**src/design/fud_pkg.sv**
```systemverilog
// ----------------------------------------------------------------------------
// fud_pkg
// Shared types and constants of the form-urlencoded decoder: parser modes,
// result kinds and the entry that travels from the parser to the output side.
// ----------------------------------------------------------------------------
`default_nettype none

package fud_pkg;

  // Special characters of the encoding.
  localparam logic [7:0] CHAR_AMP     = 8'h26;
  localparam logic [7:0] CHAR_EQUALS  = 8'h3d;
  localparam logic [7:0] CHAR_PLUS    = 8'h2b;
  localparam logic [7:0] CHAR_PERCENT = 8'h25;
  localparam logic [7:0] CHAR_SPACE   = 8'h20;

  // Result kinds as they appear on the output channel.
  localparam logic [2:0] KIND_NAME   = 3'd0;
  localparam logic [2:0] KIND_VALUE  = 3'd1;
  localparam logic [2:0] KIND_COMMIT = 3'd2;
  localparam logic [2:0] KIND_DROP   = 3'd3;
  localparam logic [2:0] KIND_END    = 3'd4;

  // Parser modes.
  typedef enum logic [2:0] {
    MODE_START  = 3'd0,
    MODE_SKIP   = 3'd1,
    MODE_NAME   = 3'd2,
    MODE_VALUE  = 3'd3,
    MODE_ESC_HI = 3'd4,
    MODE_ESC_LO = 3'd5
  } mode_t;

  // One result item.
  typedef struct packed {
    logic [2:0] kind;
    logic [7:0] decoded_byte;
    logic       end_of_body;
  } result_t;

  // All results caused by one input item: one or two.
  typedef struct packed {
    result_t first;
    result_t second;
    logic    has_second;
  } entry_t;

endpackage

`default_nettype wire

```
**src/design/fud_if.sv**
```systemverilog
// ----------------------------------------------------------------------------
// fud_in_if / fud_out_if
// Valid/ready channels of the decoder: encoded bytes in, decoded results out.
// ----------------------------------------------------------------------------
`default_nettype none

interface fud_in_if;
  logic       valid;
  logic       ready;
  logic [7:0] text_byte;
  logic       is_final;

  modport source (output valid, output text_byte, output is_final, input ready);
  modport sink   (input valid, input text_byte, input is_final, output ready);
endinterface

interface fud_out_if;
  logic       valid;
  logic       ready;
  logic [2:0] kind;
  logic [7:0] decoded_byte;
  logic       end_of_body;

  modport source (output valid, output kind, output decoded_byte, output end_of_body,
                  input ready);
  modport sink   (input valid, input kind, input decoded_byte, input end_of_body,
                  output ready);
endinterface

`default_nettype wire

```
**src/design/form_urlencoded_decoder_top.sv**
```systemverilog
// ----------------------------------------------------------------------------
// form_urlencoded_decoder_top
// Streaming decoder for form-urlencoded bodies, one encoded byte per item.
// ----------------------------------------------------------------------------
// Usage:
//   The text channel carries one raw body byte per item, with is_final set
//   on the last byte of a body. The result channel carries decoded name and
//   value bytes and pair events (committed, dropped, end only); end_of_body
//   marks the last result caused by a final byte.
//   Each input byte yields zero, one or two results. A byte is taken every
//   cycle while the entry queue has room; a result passes from the parser
//   through the queue and the output register on its way out.
//   The output side sends one result per cycle while the receiver is ready,
//   so a byte that causes two results holds it for both in turn; the queue
//   of QUEUE_DEPTH entries absorbs such bytes and short output stalls.
//   When the receiver stalls, the output register holds its item and the
//   queue fills; once it is full, text.ready drops until space frees up.
//   Reset clears the parse state, empties the queue and the output stage.
// ----------------------------------------------------------------------------
`default_nettype none

module form_urlencoded_decoder_top #(
  parameter int QUEUE_DEPTH = 4
) (
  input  wire logic clk,
  input  wire logic rst,
  fud_in_if.sink    text,
  fud_out_if.source result
);
  import fud_pkg::*;

  logic   push_valid;
  entry_t push_entry;
  logic   push_ready;
  logic   pop_valid;
  entry_t pop_entry;
  logic   pop_ready;

  fud_front u_front (
    .clk        (clk),
    .rst        (rst),
    .text       (text),
    .push_valid (push_valid),
    .push_entry (push_entry),
    .push_ready (push_ready)
  );

  fud_fifo #(
    .DEPTH (QUEUE_DEPTH)
  ) u_fifo (
    .clk        (clk),
    .rst        (rst),
    .push_valid (push_valid),
    .push_entry (push_entry),
    .push_ready (push_ready),
    .pop_valid  (pop_valid),
    .pop_entry  (pop_entry),
    .pop_ready  (pop_ready)
  );

  fud_back u_back (
    .clk       (clk),
    .rst       (rst),
    .pop_valid (pop_valid),
    .pop_entry (pop_entry),
    .pop_ready (pop_ready),
    .result    (result)
  );

endmodule

`default_nettype wire

```
**src/design/fud_front.sv**
```systemverilog
// ----------------------------------------------------------------------------
// fud_front
// Parser: takes one encoded byte per cycle while the queue has room,
// advances the parse state and packs any results of the byte into an entry.
// ----------------------------------------------------------------------------
`default_nettype none

module fud_front (
  input  wire logic           clk,
  input  wire logic           rst,
  fud_in_if.sink              text,
  output logic                push_valid,
  output fud_pkg::entry_t     push_entry,
  input  wire logic           push_ready
);
  import fud_pkg::*;

  // Hex digit value; anything that is not a hex digit counts as zero.
  function automatic logic [3:0] hex_value(input logic [7:0] c);
    logic [3:0] v;
    v = 4'd0;
    if (c >= 8'h30 && c <= 8'h39) v = 4'(c - 8'h30);
    else if (c >= 8'h61 && c <= 8'h66) v = 4'(c - 8'h57);
    else if (c >= 8'h41 && c <= 8'h46) v = 4'(c - 8'h37);
    return v;
  endfunction

  mode_t      mode, mode_next;
  logic       resume_in_value, resume_in_value_next;
  logic [3:0] high_nibble, high_nibble_next;

  logic       accept;
  logic       has_data;
  logic [2:0] data_kind;
  logic [7:0] data_byte;
  logic       has_commit;
  logic       has_main;
  logic       has_tail;
  logic [2:0] tail_kind;
  logic [7:0] b;

  assign b          = text.text_byte;
  assign text.ready = push_ready;
  assign accept     = text.valid & push_ready;

  // Parse state register; the final byte of a body returns it to reset.
  always_ff @(posedge clk) begin
    if (rst) begin
      mode            <= MODE_START;
      resume_in_value <= 1'b0;
      high_nibble     <= 4'd0;
    end else if (accept) begin
      if (text.is_final) begin
        mode            <= MODE_START;
        resume_in_value <= 1'b0;
        high_nibble     <= 4'd0;
      end else begin
        mode            <= mode_next;
        resume_in_value <= resume_in_value_next;
        high_nibble     <= high_nibble_next;
      end
    end
  end

  // Next state and the byte-level result.
  always_comb begin
    mode_next            = mode;
    resume_in_value_next = resume_in_value;
    high_nibble_next     = high_nibble;
    has_data             = 1'b0;
    data_kind            = KIND_NAME;
    data_byte            = b;
    has_commit           = 1'b0;

    unique case (mode)
      MODE_SKIP: begin
        if (b == CHAR_AMP) mode_next = MODE_START;
      end
      MODE_NAME, MODE_VALUE: begin
        if (mode == MODE_NAME && b == CHAR_EQUALS) begin
          mode_next = MODE_VALUE;
        end else if (mode == MODE_VALUE && b == CHAR_AMP) begin
          has_commit = 1'b1;
          mode_next  = MODE_START;
        end else if (b == CHAR_PERCENT) begin
          resume_in_value_next = (mode == MODE_VALUE);
          mode_next            = MODE_ESC_HI;
        end else begin
          has_data  = 1'b1;
          data_kind = (mode == MODE_VALUE) ? KIND_VALUE : KIND_NAME;
          data_byte = (b == CHAR_PLUS) ? CHAR_SPACE : b;
        end
      end
      MODE_ESC_HI: begin
        high_nibble_next = hex_value(b);
        mode_next        = MODE_ESC_LO;
      end
      MODE_ESC_LO: begin
        has_data  = 1'b1;
        data_kind = resume_in_value ? KIND_VALUE : KIND_NAME;
        data_byte = {high_nibble, hex_value(b)};
        mode_next = resume_in_value ? MODE_VALUE : MODE_NAME;
      end
      default: begin
        // Start of pair, and any unused mode code.
        if (b == CHAR_AMP) begin
          mode_next = MODE_START;
        end else if (b == CHAR_EQUALS) begin
          mode_next = MODE_SKIP;
        end else if (b == CHAR_PERCENT) begin
          resume_in_value_next = 1'b0;
          mode_next            = MODE_ESC_HI;
        end else begin
          mode_next = MODE_NAME;
          has_data  = 1'b1;
          data_kind = KIND_NAME;
          data_byte = (b == CHAR_PLUS) ? CHAR_SPACE : b;
        end
      end
    endcase
  end

  assign has_main = has_data | has_commit;

  // End-of-body result, chosen by the mode the byte leaves behind.
  always_comb begin
    has_tail  = 1'b0;
    tail_kind = KIND_END;
    if (text.is_final) begin
      unique case (mode_next)
        MODE_NAME, MODE_ESC_HI, MODE_ESC_LO: begin
          has_tail  = 1'b1;
          tail_kind = KIND_DROP;
        end
        MODE_VALUE: begin
          has_tail  = 1'b1;
          tail_kind = KIND_COMMIT;
        end
        default: begin
          has_tail  = !has_main;
          tail_kind = KIND_END;
        end
      endcase
    end
  end

  // Pack the results; the end-of-body mark goes on the last one.
  always_comb begin
    push_entry = '0;
    if (has_main) begin
      push_entry.first.kind         = has_commit ? KIND_COMMIT : data_kind;
      push_entry.first.decoded_byte = has_commit ? 8'd0 : data_byte;
      push_entry.first.end_of_body  = text.is_final & !has_tail;
      push_entry.has_second         = has_tail;
      push_entry.second.kind        = tail_kind;
      push_entry.second.end_of_body = 1'b1;
    end else begin
      push_entry.first.kind         = tail_kind;
      push_entry.first.end_of_body  = 1'b1;
    end
  end

  assign push_valid = accept & (has_main | has_tail);

endmodule

`default_nettype wire

```
**src/design/fud_fifo.sv**
```systemverilog
// ----------------------------------------------------------------------------
// fud_fifo
// Short queue of result entries between the parser and the output side.
// ----------------------------------------------------------------------------
`default_nettype none

module fud_fifo #(
  parameter int DEPTH = 4
) (
  input  wire logic           clk,
  input  wire logic           rst,
  input  wire logic           push_valid,
  input  fud_pkg::entry_t     push_entry,
  output logic                push_ready,
  output logic                pop_valid,
  output fud_pkg::entry_t     pop_entry,
  input  wire logic           pop_ready
);
  import fud_pkg::*;

  localparam int AW = (DEPTH > 1) ? $clog2(DEPTH) : 1;
  localparam int CW = $clog2(DEPTH + 1);
  localparam logic [AW-1:0] LAST = AW'(DEPTH - 1);

  entry_t        store [DEPTH];
  logic [AW-1:0] wr_ptr;
  logic [AW-1:0] rd_ptr;
  logic [CW-1:0] count;
  logic          do_push;
  logic          do_pop;

  assign push_ready = (count != CW'(DEPTH));
  assign pop_valid  = (count != '0);
  assign pop_entry  = store[rd_ptr];
  assign do_push    = push_valid & push_ready;
  assign do_pop     = pop_valid & pop_ready;

  // Entry storage.
  always_ff @(posedge clk) begin
    if (do_push) store[wr_ptr] <= push_entry;
  end

  // Pointers and fill count.
  always_ff @(posedge clk) begin
    if (rst) begin
      wr_ptr <= '0;
      rd_ptr <= '0;
      count  <= '0;
    end else begin
      if (do_push) wr_ptr <= (wr_ptr == LAST) ? '0 : wr_ptr + 1'b1;
      if (do_pop)  rd_ptr <= (rd_ptr == LAST) ? '0 : rd_ptr + 1'b1;
      if (do_push && !do_pop)      count <= count + 1'b1;
      else if (do_pop && !do_push) count <= count - 1'b1;
    end
  end

endmodule

`default_nettype wire

```
**src/design/fud_back.sv**
```systemverilog
// ----------------------------------------------------------------------------
// fud_back
// Output side: takes queue entries and sends their results one per cycle,
// while the receiver is ready, through a registered output stage.
// ----------------------------------------------------------------------------
`default_nettype none

module fud_back (
  input  wire logic           clk,
  input  wire logic           rst,
  input  wire logic           pop_valid,
  input  fud_pkg::entry_t     pop_entry,
  output logic                pop_ready,
  fud_out_if.source           result
);
  import fud_pkg::*;

  logic    out_valid;
  result_t out_item;
  logic    pend_valid;
  result_t pend_item;
  logic    load;

  // The output register can take a new item when empty or being drained.
  assign load      = !out_valid | result.ready;
  assign pop_ready = load & !pend_valid;

  // Control flags.
  always_ff @(posedge clk) begin
    if (rst) begin
      out_valid  <= 1'b0;
      pend_valid <= 1'b0;
    end else if (load) begin
      if (pend_valid) begin
        out_valid  <= 1'b1;
        pend_valid <= 1'b0;
      end else begin
        out_valid  <= pop_valid;
        pend_valid <= pop_valid & pop_entry.has_second;
      end
    end
  end

  // Payload registers.
  always_ff @(posedge clk) begin
    if (load) begin
      if (pend_valid) begin
        out_item <= pend_item;
      end else if (pop_valid) begin
        out_item  <= pop_entry.first;
        pend_item <= pop_entry.second;
      end
    end
  end

  assign result.valid        = out_valid;
  assign result.kind         = out_item.kind;
  assign result.decoded_byte = out_item.decoded_byte;
  assign result.end_of_body  = out_item.end_of_body;

endmodule

`default_nettype wire
```
**src/flat_wrapper.sv**
```systemverilog
// flat-port wrapper written by rule: the top's interface ports become plain ports
module form_urlencoded_decoder_top_flat import fud_pkg::*;
#(
  parameter int QUEUE_DEPTH = 4
)
  (clk, rst, text_valid, text_text_byte, text_is_final, text_ready, result_valid, result_kind, result_decoded_byte, result_end_of_body, result_ready);
  fud_in_if text_i ();
  fud_out_if result_i ();
  input  wire logic clk;
  input  wire logic rst;
  input wire logic [$bits(text_i.valid)-1:0] text_valid;
  input wire logic [$bits(text_i.text_byte)-1:0] text_text_byte;
  input wire logic [$bits(text_i.is_final)-1:0] text_is_final;
  output wire logic [$bits(text_i.ready)-1:0] text_ready;
  output wire logic [$bits(result_i.valid)-1:0] result_valid;
  output wire logic [$bits(result_i.kind)-1:0] result_kind;
  output wire logic [$bits(result_i.decoded_byte)-1:0] result_decoded_byte;
  output wire logic [$bits(result_i.end_of_body)-1:0] result_end_of_body;
  input wire logic [$bits(result_i.ready)-1:0] result_ready;
  assign text_i.valid = text_valid;
  assign text_i.text_byte = text_text_byte;
  assign text_i.is_final = text_is_final;
  assign text_ready = text_i.ready;
  assign result_valid = result_i.valid;
  assign result_kind = result_i.kind;
  assign result_decoded_byte = result_i.decoded_byte;
  assign result_end_of_body = result_i.end_of_body;
  assign result_i.ready = result_ready;
  form_urlencoded_decoder_top #(.QUEUE_DEPTH(QUEUE_DEPTH)) u_core (.clk(clk), .rst(rst), .text(text_i), .result(result_i));
endmodule
```
**config.mk**
```make
export PLATFORM = sky130hd
export DESIGN_NAME = form_urlencoded_decoder_top_flat
export DESIGN_NICKNAME = d
export VERILOG_FILES = /design/src/design/fud_pkg.sv /design/src/design/fud_if.sv /design/src/design/form_urlencoded_decoder_top.sv /design/src/design/fud_front.sv /design/src/design/fud_fifo.sv /design/src/design/fud_back.sv /design/src/flat_wrapper.sv
export SDC_FILE = /design/constraint.sdc
export NUM_CORES = 1
export LEC_CHECK = 0
export BUFFER_PORTS_ARGS = -buffer_cell sky130_fd_sc_hd__buf_4
export CAP_MARGIN = 15
export CORE_MARGIN = 2
export CORE_UTILIZATION = 30
export DETAILED_ROUTE_END_ITERATION = 12
export GPL_TIMING_DRIVEN = 0
export HOLD_SLACK_MARGIN = 0.15
export PLACE_DENSITY = 0.47
export REMOVE_ABC_BUFFERS = 1
export SLEW_MARGIN = 20
export SYNTH_ARGS = -nofsm -noshare
export SYNTH_HDL_FRONTEND = slang
export SYNTH_SLANG_ARGS = --single-unit
export TNS_END_PERCENT = 30
```
**constraint.sdc**
```tcl
create_clock -name clk -period 2.9 [get_ports clk]
set_input_delay 0.145 -clock clk [delete_from_list [all_inputs] [get_ports clk]]
set_output_delay 0.145 -clock clk [all_outputs]
set_load 0.02 [all_outputs]
```
; Word-level counts from Yosys, hierarchy flattened
; Memories as Yosys holds them, arrays and structs flattened. A register that Yosys moved wholly into a read port is not among the register bits.
; Cells that the tools add are included.
; W data, S select, Z words.
[totals]
wordCells = 155
rom_bits = 0
latch_bits = 0
mem_count = 1
output_inout_bits = 14
ff_bits = 41
ram_bits = 68
[classes]
n_lt_le_gt_ge = 6
mul = 0
n_div = 0
n_eq_ne = 21
n_mux = 68
n_reduce_logical = 27
shift = 0
addsub = 7
n_bitwise = 11
[memory_table]
columns = name, words, word_bits, read_ports, rd_clocked_by_memory_dff, wr, line
row1 = u_core.u_fifo.store, 4, 17, 1, 1, 1, fud_fifo.sv:25  ; entry_t store [DEPTH];
[ops]
columns = cell, n
row1 = $mux W8, 8
row2 = $mux W3, 14
row3 = $eq A8 B6 Y1 const B, 4
row4 = $mux W1, 28
row5 = $mux W12, 2
row6 = $pmux W8 S3, 1
row7 = $mux W4, 5
row8 = $ge A8 B7 Y1 const B, 2
row9 = $le A8 B7 Y1 const B, 2
row10 = $eq A3 B2 Y1 const B, 4
row11 = $eq A3 B3 Y1 const B, 4
row12 = $pmux W3 S4, 1
row13 = $mux W2, 5
row14 = $ne A3 B3 Y1 const B, 3
row15 = $ge A8 B6 Y1 const B, 1
row16 = $le A8 B6 Y1 const B, 1
row17 = $reduce_bool A2 Y1, 4
row18 = $sub A4 B3 Y4 const B, 2
row19 = $and A1 B1 Y1, 7
row20 = $logic_and A1 B1 Y1, 7
row21 = $reduce_and A7 Y1, 1
row22 = $logic_not A1 Y1, 6
row23 = $ne A3 B2 Y1 const B, 2
row24 = $pmux W3 S2, 1
row25 = other kinds (17), 25

; Logic depth before layout (Yosys ltp)
; Gate-level depths: netlist (run 1).
[depth]
depth_word = 16
mapped_depth = 12
mapped_depth_nobuf = 12

; Cells and area by module
; A second synthesis (run 1) with hierarchy kept.
[unflattened]
cells_unflattened = 402
area_unflattened_um2 = 6239.7
[modules_own_cells]
columns = module, area_each_um2, n_inst, cells_per_inst, seq_area_each_um2
row1 = fud_fifo, 4082.7, 1, 179, 3183.1
row2 = fud_front, 1144.8, 1, 172, 160.2
row3 = fud_back, 1012.2, 1, 51, 760.7

; Worst setup path before layout (run 1)
; OpenSTA, ideal clock, no wires.
[synth_timing]
path_type = register -> register
from = register u_core.u_front.mode[0]
to = register u_core.u_fifo.count[2]
path_stages_with_launch = 12
t_arrival_ns = 2.659
path_buffers = 1
setup_ns = 0.070
t_required_ns = 2.830
path_slack_ns = 0.171
cell_sequence = dfxtp_1 clkbuf_1 nand4b_1 nor3_1 a211oi_1 nor3_2 ha_1 inv_1 fa_1 xor2_1 or3_1 a21oi_1
[synth_between]
elab_chain_len = 15
elab_cells_between_ends = 37
[synth_lines]
columns = element, line
row1 = "start, declared", fud_front.sv:28  ; mode_t mode, mode_next;
row2 = "start signal, assigned", fud_front.sv:58  ; mode <= mode_next;
row3 = $eq A3 B2 Y1, "fud_front.sv:75, fud_front.sv:82"
row4 = $logic_and A1 B1 Y1, fud_front.sv:82  ; end else if (mode == MODE_VALUE && b == CHAR_AMP) begin
row5 = $mux W3 or $mux W1 (tied branches), fud_front.sv:82
row6 = $mux W3 or $mux W1 (tied branches), fud_front.sv:80  ; if (mode == MODE_NAME && b == CHAR_EQUALS) begin
row7 = $pmux W3 S4 (tied with other cells), fud_front.sv:75  ; unique case (mode)
row8 = $eq A3 B2 Y1 (tied with other cells), fud_front.sv:130  ; unique case (mode_next)
row9 = $reduce_or A4 Y1 (no source line) or $logic_not A1 Y1 (tied branches), n/a
row10 = $mux W1, fud_front.sv:130
row11 = $mux W1, fud_front.sv:129  ; if (text.is_final) begin
row12 = $or A1 B1 Y1 (*), fud_front.sv:163  ; assign push_valid = accept & (has_main | has_tail);
row13 = $and A1 B1 Y1 (*), fud_front.sv:163
row14 = $and A1 B1 Y1 (*), fud_fifo.sv:35  ; assign do_push = push_valid & push_ready;
row15 = via u_core.u_fifo.do_push, fud_fifo.sv:29  ; logic do_push;
row16 = $logic_not A1 Y1, fud_fifo.sv:53  ; else if (do_pop && !do_push) count <= count - 1'b1;
row17 = $logic_and A1 B1 Y1, fud_fifo.sv:53
row18 = $reduce_bool A2 Y1 (no source line), n/a
row19 = "end signal, assigned", fud_fifo.sv:52  ; if (do_push && !do_pop) count <= count + 1'b1;
row20 = "end signal, assigned", fud_fifo.sv:53
row21 = "end, declared", fud_fifo.sv:28  ; logic [CW-1:0] count;
; Mark *: on every way through the listed nets, which the timed path passes. The rest lies on a longest branch.
; A chain may end at the register's enable or synchronous reset.

; Worst setup path in the final report (run 1)
[layout_timing]
from = register u_core.u_front.mode[2]
to = register u_core.u_fifo.count[2]
; The elaborated chain is that of the path after synthesis.

==> results.json, run 1 <==
{
  "status": "complete, no violations",
  "clkPwrFrac": 0.253,
  "wl_per_cell_um": 16.39,
  "gp_congestion": 0.8025,
  "stdcell_count": 578,
  "crit_path_end_kind": "flip-flop",
  "p_comb_frac": 0.254,
  "p_leak_nw": 1.812,
  "cp_max_fo": 12,
  "max-vdd-ir-drop_mv": 0.2998,
  "power.total_mw": 4.447,
  "insertion_delay_ps": 340,
  "period_share": 0.9303,
  "yosysWarnings": 0,
  "grt_pass1_vias": 2776,
  "num_vias": 2809,
  "worst_pin_slew_ps": 946.0,
  "async_reset_ff_frac": 0,
  "die-area_mm2": 0.01672,
  "wirelength_mm": 9.475,
  "rows": 45,
  "fin_tns_setup_ps": 0,
  "ys_ff_latch": 103,
  "cpMaxStageDelayCell": "dfxtp_1",
  "cts_num_sinks": 103,
  "portBuffers": 26,
  "initial_core_util": 0.3087,
  "synth_area_mm2": 0.004710,
  "r2r_start": "u_core.u_front.mode[2]$_SDFFE_PP0P_",
  "max_clock_freq_ghz": 0.3707,
  "dr.pass1.iters": 4,
  "hpwl_mm": 6.225,
  "maxCapViolCount": 0,
  "cts_tree": "done",
  "postLayoutCoreUtil": 0.3562,
  "critPathLaunch": "u_core.u_front.mode[2]$_SDFFE_PP0P_",
  "crit_path_start_kind": "flip-flop",
  "grt_pass1_wl_mm": 15.05,
  "vias_per_cell": 4.860,
  "antenna_cells": 0,
  "grt_setup_unrepaired": "false",
  "ant_nets": 0,
  "synth_edf_count": 84,
  "design_area_mm2": 0.005435,
  "fp.dieW_um": 129.3,
  "slew_headroom": 0.3645,
  "cts_buffer_depth": 2,
  "ys_seq_area_frac": 0.6164,
  "clkTransAtPathRegs_ps": 70,
  "numCtsBuffers": 9,
  "worstPathRequired_ps": 3170,
  "cp_data_arrival_time_ps": 2970,
  "core_area_mm2": 0.01526,
  "remaining_drc_errors": 0,
  "placed_area_mm2": 0.005111,
  "grt_util_all_layers": 0.1195,
  "switchingPower_mw": 1.327,
  "drive_gt1_frac": 0.2180,
  "antenna_found_initial": 0,
  "internal-power_mw": 3.120,
  "period_minus_slack_ps": 2698,
  "syn_avg_cell_area_um2": 13.97,
  "clockRootBuffer": "clkbuf_16",
  "placed_cells": 557,
  "path_cells": "nand4b_1 -> o31ai_1 -> a211oi_1 -> nor3_2 -> ha_1 -> inv_1 -> fa_1 -> xor2_1 -> or3_1 -> a21oi_1",
  "maxSlewViolCount": 0,
  "setup_viol": 0,
  "nets": 388,
  "critical_path.max_stage_delay_ps": 430,
  "rr_worst_depth": 10,
  "ys.flop_type": "edfxtp_1",
  "switching_share": 0.2985,
  "r2r_end": "u_core.u_fifo.count[2]$_SDFFE_PP0P_",
  "drt-initial-drc-count": 210,
  "cts_max_level": 3,
  "r2r_slack_ps": 200,
  "setup.worst_path.end": "u_core.u_fifo.count[2]$_SDFFE_PP0P_",
  "synth_cell_types": 58,
  "hp-class": "input pin to flip-flop",
  "fillers": 1490,
  "skew_ps": 5.720,
  "power_density_mw_per_mm2": 818.2,
  "synthToLayoutAreaGrowth_pct": 15.41,
  "dieHeight_um": 129.3,
  "overflow": 0,
  "critical_path_class": "flip-flop to flip-flop",
  "mostFrequentLayoutCells": "edfxtp_1 (84), buf_4 (28), nand2_1 (19)",
  "syn_inst": 337,
  "layout_commonest_cell": "edfxtp_1",
  "io-pin-count": 27,
  "hold_violations": 0,
  "p_seq_frac": 0.493,
  "grt_max_degree": 21
}
==> logic make-up after synthesis <==
group | synth area share
muxes | 0.09963
and+or+nand+nor | 0.1227
DFF | 0.6164
buffers and inverters | 0.02205
xor gates and xnor gates | 0.003720
AOI/OAI and AO/OA | 0.09936
adders and majority gates | 0.03613
==> per-layer routing <==
metal,vias up,global-route usage,share of wire
met5,-,0,0
met4,0,0.04412,0.016
met3,12,0.02271,0.025
met2,42,0.1981,0.50
met1,1405,0.1565,0.46
li1,1350,-,-
==> synth_stat cells, drive strengths merged, types with 3 or more instances <==
| master | n | area [um^2] |
|---|---|---|
| a21o | 5 | 37.54 |
| mux2i | 3 | 30.03 |
| mux2 | 5 | 56.30 |
| inv | 10 | 37.54 |
| mux4 | 17 | 382.9 |
| nand4 | 3 | 18.77 |
| edfxtp | 84 | 2522 |
| dfxtp | 19 | 380.4 |
| nand3 | 8 | 40.04 |
| a211oi | 5 | 37.54 |
| o31ai | 3 | 22.52 |
| a31oi | 3 | 33.78 |
| nor2 | 16 | 60.06 |
| buf | 3 | 13.76 |
| or3 | 4 | 30.03 |
| or3b | 3 | 26.28 |
| o21bai | 3 | 22.52 |
| nand2 | 19 | 71.32 |
| o21ai | 7 | 35.03 |
| nor3 | 11 | 60.06 |
| a21oi | 18 | 90.09 |
| ha | 12 | 150.1 |
| o211ai | 3 | 22.52 |
| nor2b | 14 | 87.58 |
| and2 | 5 | 31.28 |
| a22oi | 6 | 45.04 |
| nand2b | 4 | 25.02 |
| clkbuf | 14 | 52.55 |
==> sequential cells by signal (all words and copies together) (netlist names), 2 cells and up, named ones only <==
| name | cells |
|---|---|
| u_core.u_front.high_nibble | 4 |
| u_core.u_back.result.decoded_byte | 8 |
| u_core.u_fifo.store | 68 |
| u_core.u_fifo.rd_ptr | 2 |
| u_core.u_fifo.count | 3 |
| u_core.u_front.mode | 3 |
| u_core.u_back.result.kind | 3 |
| u_core.u_back.pend_item | 4 |
| u_core.u_fifo.wr_ptr | 2 |
==> worst min-delay path by stage <==
stage                            startpoint                                         end  depth (start not counted)
final                     text_text_byte[1]  u_core.u_front.high_nibble[1]$_SDFFE_PP0P_                          4
after global placement         result_ready     u_core.u_back.result.valid$_SDFFE_PP0N_                          4
after detailed placement      text_is_final  u_core.u_front.high_nibble[3]$_SDFFE_PP0P_                          2
after floorplan                         rst     u_core.u_back.result.valid$_SDFFE_PP0N_                          1
after global routing      text_text_byte[6]        u_core.u_fifo.store[1][12]$_DFFE_PP_                          3
after CTS                 text_text_byte[1]  u_core.u_front.high_nibble[1]$_SDFFE_PP0P_                          4
==> critical path: cells and delay by family, from the launching register on <==
| kind | cells | cell delay [ps] |
|---|---|---|
| AOI/OAI and AO/OA | 3 | 510 |
| adders and majority gates | 2 | 660 |
| and+or+nand+nor | 3 | 810 |
| buffers and inverters | 1 | 60 |
| xor gates and xnor gates | 1 | 170 |
| DFF | 1 | 430 |
==> power groups by stage <==
stage | combinational (mW) | clock [mW] | sequential, mW
3_3_place_gp | 1.12 | 0 | 2.23
5_1_grt | 1.25 | 1.21 | 2.24
4_1_cts | 1.15 | 1.15 | 2.21
3_5_place_dp | 1.14 | 0 | 2.24
6_report | 1.13 | 1.12 | 2.19
2_1_floorplan | 0.663 | 0 | 2.29
==> area by class of cell <==
cell class	count	area, um^2	share of cell area
clock buffers	9	225.2	0.04144
clock inverters	7	46.29	0.008517
flip-flops and latches	103	2907	0.5348
multi-input cells	207	1715	0.3156
inverters	10	37.54	0.006906
well taps	211	264.0	0.04857
repair buffers	31	240.2	0.04420
==> what timing repair did <==
action	4_1_cts	5_1_grt
endpoints found under the setup margin	69	69
hold buffers	3	0
setup buffers	2	0
endpoints found under the hold margin	6	0
pin swaps	1	1
gates resized for setup	1	2
==> stage by stage <==
stage	setup slack (ps)	hold slack (ps)
after CTS	44.39	293.9
after floorplan	222.5	214.1
after detailed placement	-285.4	452.4
after global routing	2.545	327.1
after global placement	-266.3	441.8
final	202.0	311.6
Power figures use the tool's default switching activity.
==> run 2, diff against run 1 <==
--- a/config.mk
+++ b/config.mk
@@ -12,10 +12,11 @@
 export DETAILED_ROUTE_END_ITERATION = 12
 export GPL_TIMING_DRIVEN = 0
 export HOLD_SLACK_MARGIN = 0.15
-export PLACE_DENSITY = 0.47
+export PLACE_DENSITY = 0.46
 export REMOVE_ABC_BUFFERS = 1
 export SLEW_MARGIN = 20
 export SYNTH_ARGS = -nofsm -noshare
 export SYNTH_HDL_FRONTEND = slang
+export SYNTH_HIERARCHICAL = 1
 export SYNTH_SLANG_ARGS = --single-unit
 export TNS_END_PERCENT = 30
==> run 2 against run 1 <==
Compared with the run above:
- first-iteration DRC count is 51% higher
- routed wire length is 38% higher
- register-to-register slack worse by 120 ps
- cell count is 27% higher
- critical path depth is 3 higher
- synthesized area is 32% higher
- sequential share of layout area is 0.79 points higher
- power is 57% higher
==> results.json, run 2 <==
{
  "skew_ps": 10.15,
  "synth_area_mm2": 0.006240,
  "grt_pass1_vias": 3808,
  "cts_num_sinks": 143,
  "mostFrequentLayoutCells": "edfxtp_1 (124), buf_4 (43), nor2_1 (26)",
  "clkPwrFrac": 0.325,
  "nets": 476,
  "hold_slack_ps": 206.1,
  "insertion_delay_ps": 420,
  "synth_edf_count": 124,
  "largest_reg_flops": 100,
  "rows": 52,
  "crit_path_start_kind": "flip-flop",
  "p_seq_frac": 0.435,
  "power_density_mw_per_mm2": 919.3,
  "maxCapViolCount": 0,
  "core_area_mm2": 0.02030,
  "cp_data_arrival_time_ps": 3170,
  "status": "complete, no violations",
  "synth_cell_types": 67,
  "fp.dieW_um": 148.2,
  "io-pin-count": 27,
  "rr_worst_depth": 13,
  "synth_top_area_share": 0.5968,
  "whs_endpoint": "u_core/u_front/high_nibble[2]$_SDFFE_PP0P_",
  "synth_area_leaders": "edfxtp_1 (60%), mux4_2 (9.0%), dfxtp_1 (6.1%)",
  "clockRootBuffer": "clkbuf_16",
  "synth_top_cell_by_area": "edfxtp_1",
  "vias_per_cell": 4.845,
  "syn_inst": 402,
  "switching_share": 0.2751,
  "p_comb_frac": 0.240,
  "wl_per_cell_um": 17.76,
  "remaining_drc_errors": 0,
  "initial_core_util": 0.3074,
  "hold_path.startpoint": "text_text_byte[2]",
  "wirelength_mm": 13.05,
  "cts_buffer_depth": 2,
  "antenna_cells": 0,
  "switchingPower_mw": 1.920,
  "grt_util_all_layers": 0.1264,
  "hold_violations": 0,
  "overflow": 0,
  "period_share": 0.9710,
  "async_reset_ff_frac": 0,
  "multi_input_area_mm2": 0.002042,
  "grt_setup_unrepaired": "true",
  "hpwl_mm": 7.960,
  "postLayoutCoreUtil": 0.3739,
  "internal-power_mw": 5.058,
  "ys.flop_type": "edfxtp_1",
  "max-vdd-ir-drop_mv": 0.3570,
  "dp_slack_ps": -1292,
  "p_leak_nw": 2.606,
  "regArea_mm2": 0.004119,
  "ant_nets": 0,
  "r2r_start": "u_core/u_front/mode[2]$_SDFFE_PP0P_",
  "num_vias": 3561,
  "fin_tns_setup_ps": 0,
  "maxSlewViolCount": 0,
  "gp_congestion": 0.7666,
  "hp-class": "input pin to flip-flop",
  "critical_path_class": "flip-flop to flip-flop",
  "crit_path_end_kind": "flip-flop",
  "dr.pass1.iters": 4,
  "die-area_mm2": 0.02197,
  "grt_max_degree": 26,
  "setup_ws_ps": 84.12,
  "max_clock_freq_ghz": 0.3551,
  "worst_pin_slew_ps": 891.3,
  "drt-initial-drc-count": 318,
  "antenna_found_initial": 0,
  "layout_commonest_cell": "edfxtp_1",
  "grt_pass1_wl_mm": 20.78,
  "ys_seq_area_frac": 0.6577,
  "slew_headroom": 0.3993,
  "cts_max_level": 4,
  "worstPathRequired_ps": 3260,
  "cp_max_fo": 6,
  "numCtsBuffers": 17,
  "r2r_end": "u_core/u_fifo/count[2]$_SDFFE_PP0P_",
  "synthToLayoutAreaGrowth_pct": 21.64,
  "period_minus_slack_ps": 2816,
  "yosysWarnings": 6,
  "portBuffers": 26,
  "synth_common_cells": "edfxtp_1 (124), nor2_1 (27), mux4_2 (25)",
  "setup_viol": 0,
  "ys_ff_latch": 143,
  "r2r_slack_ps": 80,
  "whs_path_depth": 4,
  "top_register": "u_core/u_fifo/store",
  "fillers": 1958,
  "synth.most_common_cell": "edfxtp_1",
  "dieHeight_um": 148.2,
  "cts_tree": "done",
  "syn_avg_cell_area_um2": 15.52,
  "clkTransAtPathRegs_ps": 60,
  "drive_gt1_frac": 0.3204
}
[run 2: cell types whose count changed in the layout (fill, tap and decap cells not counted), moves of 11 or more]
cell	change
buf_4	+15
edfxtp_1	+40
nor2_1	+11
nor2b_1	-12
[run 2: kinds of logic (layout without fill, tap and decap cells)]
group,count (synthesis),in the layout,synth area share
buffers and inverters,41,97,0.03750
adder cells (fa/ha/maj),13,13,0.02647
other,1,8,0.0006010
AND/OR/NAND/NOR,106,106,0.09344
XOR/XNOR,2,2,0.002808
AO/OA/AOI/OAI,56,56,0.06477
flip-flops,143,143,0.6577
multiplexers,40,40,0.1167
[run 2: worst max-delay path: stages (launching register included)]
cell and delay [ps]:
dfxtp_4 360, nor2b_4 130, nor2b_4 120, a221o_1 300, nor3_4 190, o221ai_4 160
a21oi_4 190, and2_4 180, ha_4 140, inv_2 40, fa_2 350, xor2_1 170
or3_4 330, a21oi_2 110
[run 2: what timing repair did]
action / CTS / global route
hold buffers: 7 / 0
endpoints found under the setup margin: 117 / 1
gates resized for setup: 21 / 9
pin swaps: 7 / 4
buffers inserted: 15 / 1
hold endpoints to repair: 18 / 0
[run 2: through the flow]
stage,cells,area (um^2),power (mW)
after floorplan,381,6081,4.067
after global placement,677,6614,4.628
after detailed placement,680,6663,4.711
after CTS,734,7542,7.079
after global routing,735,7590,7.347
final,735,7590,6.978
[run 2: per-layer routing]
layer  GRT usage  share of wire  vias up
met4     0.04619          0.016        0
met2      0.2197           0.52       66
met3     0.03160          0.033       17
met5           0              0        -
li1            -              -     1647
met1      0.1524           0.43     1831
[run 2: worst max-delay path by stage]
| stage | startpoint | endpoint | slack, ps |
|---|---|---|---|
| after floorplan | u_core/u_front/mode[1]$_SDFFE_PP0P_ | u_core/u_fifo/count[2]$_SDFFE_PP0P_ | -630 |
| after global placement | u_core/u_front/mode[1]$_SDFFE_PP0P_ | u_core/u_fifo/count[2]$_SDFFE_PP0P_ | -1250 |
| after detailed placement | u_core/u_front/mode[1]$_SDFFE_PP0P_ | u_core/u_fifo/count[2]$_SDFFE_PP0P_ | -1290 |
| after CTS | u_core/u_front/mode[2]$_SDFFE_PP0P_ | u_core/u_fifo/count[2]$_SDFFE_PP0P_ | 50 |
| after global routing | u_core/u_front/mode[2]$_SDFFE_PP0P_ | u_core/u_fifo/count[2]$_SDFFE_PP0P_ | -7 |
| final | u_core/u_front/mode[2]$_SDFFE_PP0P_ | u_core/u_fifo/count[2]$_SDFFE_PP0P_ | 80 |
[run 2: power groups by stage]
stage | clock, mW | combinational (mW) | sequential, mW
floorplan | 0 | 0.902 | 3.17
global placement | 0 | 1.47 | 3.16
detailed placement | 0 | 1.61 | 3.10
CTS | 2.32 | 1.71 | 3.05
global route | 2.41 | 1.84 | 3.10
finish | 2.26 | 1.68 | 3.04
[run 2: cell type report]
class,count,area share
flip-flops and latches,143,0.5427
repair buffers,52,0.05589
inverters,13,0.006429
multi-input cells,225,0.2690
clock inverters,14,0.02489
well taps,270,0.04451
clock buffers,18,0.05654
